$ cat config.mk
export PLATFORM = sky130hd
export DESIGN_NAME = dead_reckoning_pose_integrator
export DESIGN_NICKNAME = d
export VERILOG_FILES = /design/src/rtl/core/drpi_pkg.sv /design/src/rtl/core/dead_reckoning_pose_integrator.sv
export SDC_FILE = /design/constraint.sdc
export NUM_CORES = 2
export LEC_CHECK = 0
export BUFFER_PORTS_ARGS = -buffer_cell sky130_fd_sc_hd__clkbuf_2
export CAP_MARGIN = 20
export CORE_MARGIN = 4
export CORE_UTILIZATION = 45
export CTS_CLUSTER_DIAMETER = 100
export DETAILED_ROUTE_END_ITERATION = 12
export GPL_ROUTABILITY_DRIVEN = 0
export PLACE_DENSITY = 0.68
export SLEW_MARGIN = 15
export SYNTH_ARGS = -nofsm -noshare
export SYNTH_HDL_FRONTEND = slang
export SYNTH_SLANG_ARGS = --single-unit
export TNS_END_PERCENT = 10
$ cat constraint.sdc
create_clock -name i_clk -period 20 [get_ports i_clk]
set_input_delay 3 -clock i_clk [delete_from_list [all_inputs] [get_ports i_clk]]
set_output_delay 3 -clock i_clk [all_outputs]
set_load 0.05 [all_outputs]
$ cat src/rtl/core/drpi_pkg.sv
// Shared types and constants for the dead-reckoning pose integrator.
`timescale 1ns / 1ps

package drpi_pkg;

    typedef logic signed [33:0] t_cordic;
    typedef logic signed [67:0] t_prod;

    localparam int unsigned ATAN_DEPTH = 32;

    localparam t_cordic CORDIC_GAIN = 34'sd652032874;
    localparam t_cordic RAD_TO_BAM  = 34'sd2734261102;

    localparam logic [31:0] ATAN_TAB [ATAN_DEPTH] = '{
        32'h20000000, 32'h12E4051E, 32'h09FB385B, 32'h051111D4,
        32'h028B0D43, 32'h0145D7E1, 32'h00A2F61E, 32'h00517C55,
        32'h0028BE53, 32'h00145F2F, 32'h000A2F98, 32'h000517CC,
        32'h00028BE6, 32'h000145F3, 32'h0000A2FA, 32'h0000517D,
        32'h000028BE, 32'h0000145F, 32'h00000A30, 32'h00000518,
        32'h0000028C, 32'h00000146, 32'h000000A3, 32'h00000051,
        32'h00000029, 32'h00000014, 32'h0000000A, 32'h00000005,
        32'h00000003, 32'h00000001, 32'h00000001, 32'h00000000
    };

endpackage

$ cat src/rtl/core/dead_reckoning_pose_integrator.sv
// Top level: planar pose integrator with a shared CORDIC stage and one shared multiplier.
//
// Input channel (i_in_valid / o_in_ready) carries one odometry item: forward
// speed, yaw rate and elapsed time. Output channel (o_out_valid / i_out_ready)
// carries the updated pose (x, y, heading) and the velocity taken from the old
// heading.
// Each item runs its CORDIC rotations on one shift-add unit, then uses one
// 34x34 multiplier in turn (two velocity products, two position deltas,
// heading rate times time, scaling to binary angle, heading update), then
// loads the result register. No new item is taken until the sequencer has
// gone back to idle; o_in_ready is high only while the sequencer is idle.
// A finished result sits in the output register until taken. The next item is
// accepted meanwhile; if its result is ready before the receiver takes the old
// one, the sequencer holds in its final state.
// Reset clears the pose to zero, empties the output register and idles the
// sequencer.
`timescale 1ns / 1ps

module dead_reckoning_pose_integrator #(
    parameter int CORDIC_STEPS = 16
) (
    input  logic               i_clk,
    input  logic               i_rst_n,
    input  logic               i_in_valid,
    output logic               o_in_ready,
    input  logic signed [15:0] i_speed,
    input  logic signed [15:0] i_yaw_rate,
    input  logic        [15:0] i_elapsed,
    output logic               o_out_valid,
    input  logic               i_out_ready,
    output logic signed [31:0] o_pos_x,
    output logic signed [31:0] o_pos_y,
    output logic        [31:0] o_heading_out,
    output logic signed [15:0] o_vel_x,
    output logic signed [15:0] o_vel_y
);

    localparam int SW = (CORDIC_STEPS > 1) ? $clog2(CORDIC_STEPS) : 1;
    localparam logic [SW-1:0] LAST_STEP = SW'(CORDIC_STEPS - 1);

    localparam logic [1:0] S_IDLE = 2'd0;
    localparam logic [1:0] S_ROT  = 2'd1;
    localparam logic [1:0] S_MUL  = 2'd2;
    localparam logic [1:0] S_DONE = 2'd3;

    localparam logic [2:0] PH_VX    = 3'd0;
    localparam logic [2:0] PH_VY    = 3'd1;
    localparam logic [2:0] PH_DX    = 3'd2;
    localparam logic [2:0] PH_DY    = 3'd3;
    localparam logic [2:0] PH_RATE  = 3'd4;
    localparam logic [2:0] PH_SCALE = 3'd5;
    localparam logic [2:0] PH_HEAD  = 3'd6;

    logic [1:0]            r_state;
    logic [2:0]            r_phase;
    logic [SW-1:0]         r_step;
    logic [1:0]            r_q;
    drpi_pkg::t_cordic     r_x;
    drpi_pkg::t_cordic     r_y;
    drpi_pkg::t_cordic     r_z;
    drpi_pkg::t_prod       r_prod;
    logic signed [15:0]    r_spd;
    logic signed [15:0]    r_rate;
    logic        [15:0]    r_dt;
    logic signed [15:0]    r_vx;
    logic signed [15:0]    r_vy;
    logic signed [31:0]    r_x_acc;
    logic signed [31:0]    r_y_acc;
    logic        [31:0]    r_heading;
    logic                  r_out_valid;
    logic signed [31:0]    r_out_x;
    logic signed [31:0]    r_out_y;
    logic        [31:0]    r_out_head;
    logic signed [15:0]    r_out_vx;
    logic signed [15:0]    r_out_vy;

    logic [31:0]           n_hq;
    logic [1:0]            n_q;
    logic [31:0]           n_u;
    drpi_pkg::t_cordic     n_xs;
    drpi_pkg::t_cordic     n_ys;
    drpi_pkg::t_cordic     n_atan;
    drpi_pkg::t_cordic     n_cos;
    drpi_pkg::t_cordic     n_sin;
    drpi_pkg::t_cordic     n_ma;
    drpi_pkg::t_cordic     n_mb;
    drpi_pkg::t_prod       n_mp;
    drpi_pkg::t_prod       n_vr;
    logic signed [15:0]    n_vsat;
    drpi_pkg::t_prod       n_pr;
    logic signed [33:0]    n_acc;
    logic signed [33:0]    n_psum;
    logic signed [31:0]    n_psat;
    drpi_pkg::t_prod       n_hr;
    logic                  in_fire;
    logic                  out_load;

    assign o_in_ready = (r_state == S_IDLE);
    assign in_fire    = i_in_valid && o_in_ready;
    assign out_load   = (r_state == S_DONE) && (!r_out_valid || i_out_ready);

    // quadrant reduction of the old heading
    always_comb begin
        n_hq = r_heading + 32'h2000_0000;
        n_q  = n_hq[31:30];
        n_u  = r_heading - {n_q, 30'd0};
    end

    // CORDIC shift-add unit
    always_comb begin
        n_xs   = r_x >>> r_step;
        n_ys   = r_y >>> r_step;
        n_atan = drpi_pkg::t_cordic'({2'b00, drpi_pkg::ATAN_TAB[5'(r_step)]});
    end

    always_comb begin
        unique case (r_q)
            2'd0: begin n_cos = r_x;  n_sin = r_y;  end
            2'd1: begin n_cos = -r_y; n_sin = r_x;  end
            2'd2: begin n_cos = -r_x; n_sin = -r_y; end
            default: begin n_cos = r_y; n_sin = -r_x; end
        endcase
    end

    // shared multiplier operand select
    always_comb begin
        n_ma = '0;
        n_mb = '0;
        case (r_phase)
            PH_VX: begin
                n_ma = 34'(r_spd);
                n_mb = n_cos;
            end
            PH_VY: begin
                n_ma = 34'(r_spd);
                n_mb = n_sin;
            end
            PH_DX: begin
                n_ma = 34'(r_vx);
                n_mb = signed'(34'(r_dt));
            end
            PH_DY: begin
                n_ma = 34'(r_vy);
                n_mb = signed'(34'(r_dt));
            end
            PH_RATE: begin
                n_ma = 34'(r_rate);
                n_mb = signed'(34'(r_dt));
            end
            PH_SCALE: begin
                n_ma = 34'(signed'(r_prod[31:0]));
                n_mb = drpi_pkg::RAD_TO_BAM;
            end
            default: begin
                n_ma = '0;
                n_mb = '0;
            end
        endcase
        n_mp = n_ma * n_mb;
    end

    // rounding and saturation of the registered product
    always_comb begin
        n_vr = (r_prod + 68'sh2000_0000) >>> 30;
        if (n_vr > 68'sd32767) begin
            n_vsat = 16'sh7FFF;
        end else if (n_vr < -68'sd32768) begin
            n_vsat = -16'sh8000;
        end else begin
            n_vsat = n_vr[15:0];
        end

        n_pr   = (r_prod + 68'sh800) >>> 12;
        n_acc  = (r_phase == PH_DY) ? 34'(r_x_acc) : 34'(r_y_acc);
        n_psum = n_acc + signed'(n_pr[33:0]);
        if (n_psum > 34'sd2147483647) begin
            n_psat = 32'sh7FFF_FFFF;
        end else if (n_psum < -34'sd2147483648) begin
            n_psat = -32'sh8000_0000;
        end else begin
            n_psat = n_psum[31:0];
        end

        n_hr = r_prod + 68'sh2000_0000;
    end

    always_ff @(posedge i_clk) begin
        if (!i_rst_n) begin
            r_state     <= S_IDLE;
            r_phase     <= PH_VX;
            r_step      <= '0;
            r_x_acc     <= '0;
            r_y_acc     <= '0;
            r_heading   <= '0;
            r_out_valid <= 1'b0;
        end else begin
            if (out_load) begin
                r_out_valid <= 1'b1;
            end else if (i_out_ready) begin
                r_out_valid <= 1'b0;
            end
            unique case (r_state)
                S_IDLE: begin
                    if (in_fire) begin
                        r_state <= S_ROT;
                        r_step  <= '0;
                    end
                end
                S_ROT: begin
                    if (r_step == LAST_STEP) begin
                        r_state <= S_MUL;
                        r_phase <= PH_VX;
                    end else begin
                        r_step <= r_step + 1'b1;
                    end
                end
                S_MUL: begin
                    case (r_phase)
                        PH_DY:   r_x_acc <= n_psat;
                        PH_RATE: r_y_acc <= n_psat;
                        PH_HEAD: r_heading <= r_heading + n_hr[61:30];
                        default: ;
                    endcase
                    if (r_phase == PH_HEAD) begin
                        r_state <= S_DONE;
                    end else begin
                        r_phase <= r_phase + 1'b1;
                    end
                end
                S_DONE: begin
                    if (out_load) begin
                        r_state <= S_IDLE;
                    end
                end
                default: r_state <= S_IDLE;
            endcase
        end
    end

    always_ff @(posedge i_clk) begin
        if (in_fire) begin
            r_spd  <= i_speed;
            r_rate <= i_yaw_rate;
            r_dt   <= i_elapsed;
            r_q    <= n_q;
            r_x    <= drpi_pkg::CORDIC_GAIN;
            r_y    <= '0;
            r_z    <= 34'(signed'(n_u));
        end else if (r_state == S_ROT) begin
            if (!r_z[33]) begin
                r_x <= r_x - n_ys;
                r_y <= r_y + n_xs;
                r_z <= r_z - n_atan;
            end else begin
                r_x <= r_x + n_ys;
                r_y <= r_y - n_xs;
                r_z <= r_z + n_atan;
            end
        end
        if (r_state == S_MUL) begin
            r_prod <= n_mp;
            if (r_phase == PH_VY) begin
                r_vx <= n_vsat;
            end
            if (r_phase == PH_DX) begin
                r_vy <= n_vsat;
            end
        end
        if (out_load) begin
            r_out_x    <= r_x_acc;
            r_out_y    <= r_y_acc;
            r_out_head <= r_heading;
            r_out_vx   <= r_vx;
            r_out_vy   <= r_vy;
        end
    end

    assign o_out_valid   = r_out_valid;
    assign o_pos_x       = r_out_x;
    assign o_pos_y       = r_out_y;
    assign o_heading_out = r_out_head;
    assign o_vel_x       = r_out_vx;
    assign o_vel_y       = r_out_vy;

endmodule

==> metrics.log <==
INFO  metric core_area = 0.165 sq mm
INFO  metric timing.fmax = 82.2 MHz
INFO  metric leftover_overflow_at_the_end_of_global_routing = 0
INFO  metric timing_max_transition_violations_final = 0
INFO  metric status = finished clean
INFO  metric syn-mean-instance-area = 9.00 sq um
INFO  metric cts_tree = built
INFO  metric clock_tree.root_cell = sky130_fd_sc_hd__clkbuf_16
INFO  metric path_class = register to register
INFO  metric ys_seq_area_share = 17.1%
INFO  metric gr-usage-all-layers = 27.1%
INFO  metric clkSinkCount = 486
INFO  metric grt_max_degree = 97
INFO  metric synth_async_sr_flop_share = 0%
INFO  metric arrival = 12.55 ns
INFO  metric fin_cells = 10,500
INFO  metric register_area = 0.0129 sq mm
INFO  metric use_met3 = 7.28%
INFO  metric critPathSlowestCell = sky130_fd_sc_hd__a21oi_1
INFO  metric max-cap-violations = 0
INFO  metric route.detailed.wl_per_inst = 22.6 um
INFO  metric finalHoldViolations = 0
INFO  metric critPathLaunchType = register
INFO  metric total_via_count_after_detailed_routing = 60,600
INFO  metric cp_slowest_stage_delay = 0.99 ns
INFO  metric hold_path.class = register to register
INFO  metric layout_cells_sized_above_1 = 7.68%
INFO  metric worst-path-max-fanout = 34
INFO  metric design.final.nets = 9,883
INFO  metric synth_largest_type_area_fraction = 32.0%
INFO  metric worst_path_most_repeated_cell = sky130_fd_sc_hd__inv_1
INFO  metric fin_skew = 0.0433 ns
INFO  metric io-pin-count = 182
INFO  metric post_synth_mux_area_share = 4.44%
INFO  metric dr.first_iter.drc_count = 5,971
INFO  metric mappedNetlistArea = 0.0751 sq mm
INFO  metric max_slew_margin = 13.5%
INFO  metric cts_inserted_buffers = 51
INFO  metric final_worst_path_cycle_share = 60.9%
INFO  metric synthCells = 8,337
INFO  metric busiest_layer = met2
INFO  metric synth-adder-area-share = 38.4%
INFO  metric place_area = 0.0780 sq mm
INFO  metric timing.critical_path.required = 20.38 ns
INFO  metric avgViaCountPerCell = 5.78
INFO  metric fillCellCount = 15,300
INFO  metric fin_tns_setup = 0 ns
INFO  metric insertion_delay = 0.65 ns
INFO  metric ys_types = 99
INFO  metric count_of_port_buffers_added_during_placement = 181
INFO  metric synth_fp_nets = 9,975
INFO  metric number_of_global_route_vias_before_repair = 62,000
INFO  metric floorplan.die.width = 416 um
INFO  metric design.die.area = 0.173 sq mm
INFO  metric synth_simple_gate_area_share = 14.5%
INFO  metric grt_first_pass_wirelength = 364,000 um
INFO  metric worstSetupEndpointType = register
INFO  metric clk_pin_slew_worst_paths = 0.06 ns
INFO  metric global_route.usage.met1 = 34.4%
INFO  metric synthFlopType = sky130_fd_sc_hd__edfxtp_1
INFO  metric synthesis.yosys.warnings = 0
INFO  metric number_of_antenna_violations_at_the_first_check_in_global_routing = 9
INFO  metric area_growth_syn_to_layout = 6.34%
INFO  metric multi_input_comb_area = 0.0553 sq mm
INFO  metric synth-edff-count = 312
INFO  metric htreeDepth = 2
INFO  metric yosys-top-cells-area = sky130_fd_sc_hd__fa_1, sky130_fd_sc_hd__edfxtp_1, sky130_fd_sc_hd__inv_1
INFO  metric yosys.area.top_type = sky130_fd_sc_hd__fa_1
INFO  metric synth_compound_gate_area_share = 10.7%
INFO  metric setup_viols_final = 0
INFO  metric timing.final.crit_period = 12.17 ns
INFO  metric synth_top_family_by_area = adder cells
INFO  metric chipHeight = 416 um
INFO  metric xor_and_xnor_area_share_after_synthesis = 5.20%
INFO  metric resized_cells_post_cts = 0
INFO  metric row_count = 149
INFO  metric initial_core_util = 45.4%
INFO  metric final_cell_area = 0.0798 sq mm
INFO  metric detail_route.drc_violations = 0
INFO  metric post-cts-setup-buffer-count = 0
INFO  metric total_of_hold_buffers_inserted_after_clock_tree_synthesis = 0
INFO  metric rsz0062_at_grt = false
INFO  metric post-dp-hpwl = 181,000 um
INFO  metric detail_route.first_pass.iterations = 7
INFO  metric worst-slew-pin-transition = 1.28 ns
INFO  metric sum_of_routed_wire_length_over_all_layers = 237,000 um
INFO  metric met2_usage = 41.7%
INFO  metric yosys_register_bits = 486
INFO  metric route.antenna.remaining_nets = 0
INFO  metric clock_tree_buffer_depth = 3
INFO  metric placed_cells_incl_taps = 10,400
==> cells in the final DEF (no fill, tap or decap), drive strengths merged, types with 55 or more instances in the layout <==
| cell type | instances |
|---|---|
| a21o | 153 |
| a21oi | 419 |
| and2 | 118 |
| buf | 137 |
| clkbuf | 252 |
| dfxtp | 174 |
| edfxtp | 312 |
| fa | 1199 |
| ha | 387 |
| inv | 1408 |
| mux2 | 75 |
| mux2i | 93 |
| mux4 | 66 |
| nand2 | 979 |
| nand2b | 103 |
| nand3 | 78 |
| nand4 | 60 |
| nor2 | 702 |
| nor2b | 55 |
| nor3 | 85 |
| o21ai | 341 |
| xnor2 | 269 |
| xor2 | 177 |
==> layer usage <==
layer  share of wire (%)  vias up
li1                    -    26500
met1                  38    29900
met2                  44     3356
met3                  12      844
met4                 7.1        6
met5               0.038        -
==> Yosys cell counts, types with 174 or more instances <==
| library cell | n |
|---|---|
| sky130_fd_sc_hd__a21oi_1 | 418 |
| sky130_fd_sc_hd__edfxtp_1 | 312 |
| sky130_fd_sc_hd__o21ai_0 | 334 |
| sky130_fd_sc_hd__nor2_1 | 701 |
| sky130_fd_sc_hd__xnor2_1 | 269 |
| sky130_fd_sc_hd__dfxtp_1 | 174 |
| sky130_fd_sc_hd__fa_1 | 1199 |
| sky130_fd_sc_hd__clkbuf_1 | 363 |
| sky130_fd_sc_hd__nand2_1 | 979 |
| sky130_fd_sc_hd__ha_1 | 387 |
| sky130_fd_sc_hd__inv_1 | 1401 |
| sky130_fd_sc_hd__xor2_1 | 177 |
==> final timing paths <==
check / slack [ns] / startpoint / endpoint / cells past startpoint
setup / recovery: 7.83 / r_phase[2]$_SDFFE_PN0P_ / r_prod[65]$_DFFE_PP_ / 33
hold reg to reg: 0.46 / r_y_acc[20]$_SDFFE_PN0P_ / o_pos_y[20]$_DFFE_PP_ / 0
setup reg to reg: 7.83 / r_phase[2]$_SDFFE_PN0P_ / r_prod[65]$_DFFE_PP_ / 33
hold / removal: 0.46 / r_y_acc[20]$_SDFFE_PN0P_ / o_pos_y[20]$_DFFE_PP_ / 0
==> kinds of logic after synthesis <==
logic type,after synthesis
compound gates,1307
flops,486
fa+ha+maj,1586
xor+xnor,446
mux,234
buf+inv,1867
simple gates,2411
==> state kept, by name, indices dropped and copies added (netlist names), 4 cells and up <==
signal and count:
r_heading 32, o_vel_y 16, r_x_acc 32, r_x 34
r_vy 16, r_spd 16, o_pos_x 32, o_vel_x 16
r_y 34, r_rate 16, r_dt 16, o_pos_y 32
r_y_acc 32, r_prod 68, r_vx 16, o_heading_out 32
r_step 4, r_z 34
==> area by class of cell <==
type | instances | share of cell area [%]
Inverter | 1404 | 6.61
Antenna cell | 2 | 0.00627
Clock buffer | 71 | 1.81
Sequential cell | 486 | 16.1
Tap cell | 2189 | 3.43
Timing Repair Buffer | 318 | 2.48
Clock inverter | 22 | 0.331
Multi-Input combinational cell | 5984 | 69.2
==> critical path: cells and delay by family, from the launching register on <==
family,cells,cell delay [ns]
AOI/OAI and AO/OA,10,4.44
xor gates and xnor gates,1,0.10
and+or+nand+nor,2,0.32
adders and majority gates,10,5.02
DFF,1,0.81
buffers and inverters,10,1.18
==> metrics by stage <==
| step | utilization (%) | setup WS (ns) | hold slack (ns) |
|---|---|---|---|
| detailed placement | 47.2 | 8.21 | 0.434 |
| finish | 48.3 | 7.83 | 0.456 |
| CTS | 48.2 | 8.15 | 0.452 |
| global placement | 47.2 | 8.64 | 0.434 |
| floorplan | - | 10.07 | 0.419 |
| global route | 48.3 | 7.58 | 0.467 |
Power is not shown: default switching activity piles up to over one toggle a cycle in this logic, so the estimate is an artifact.
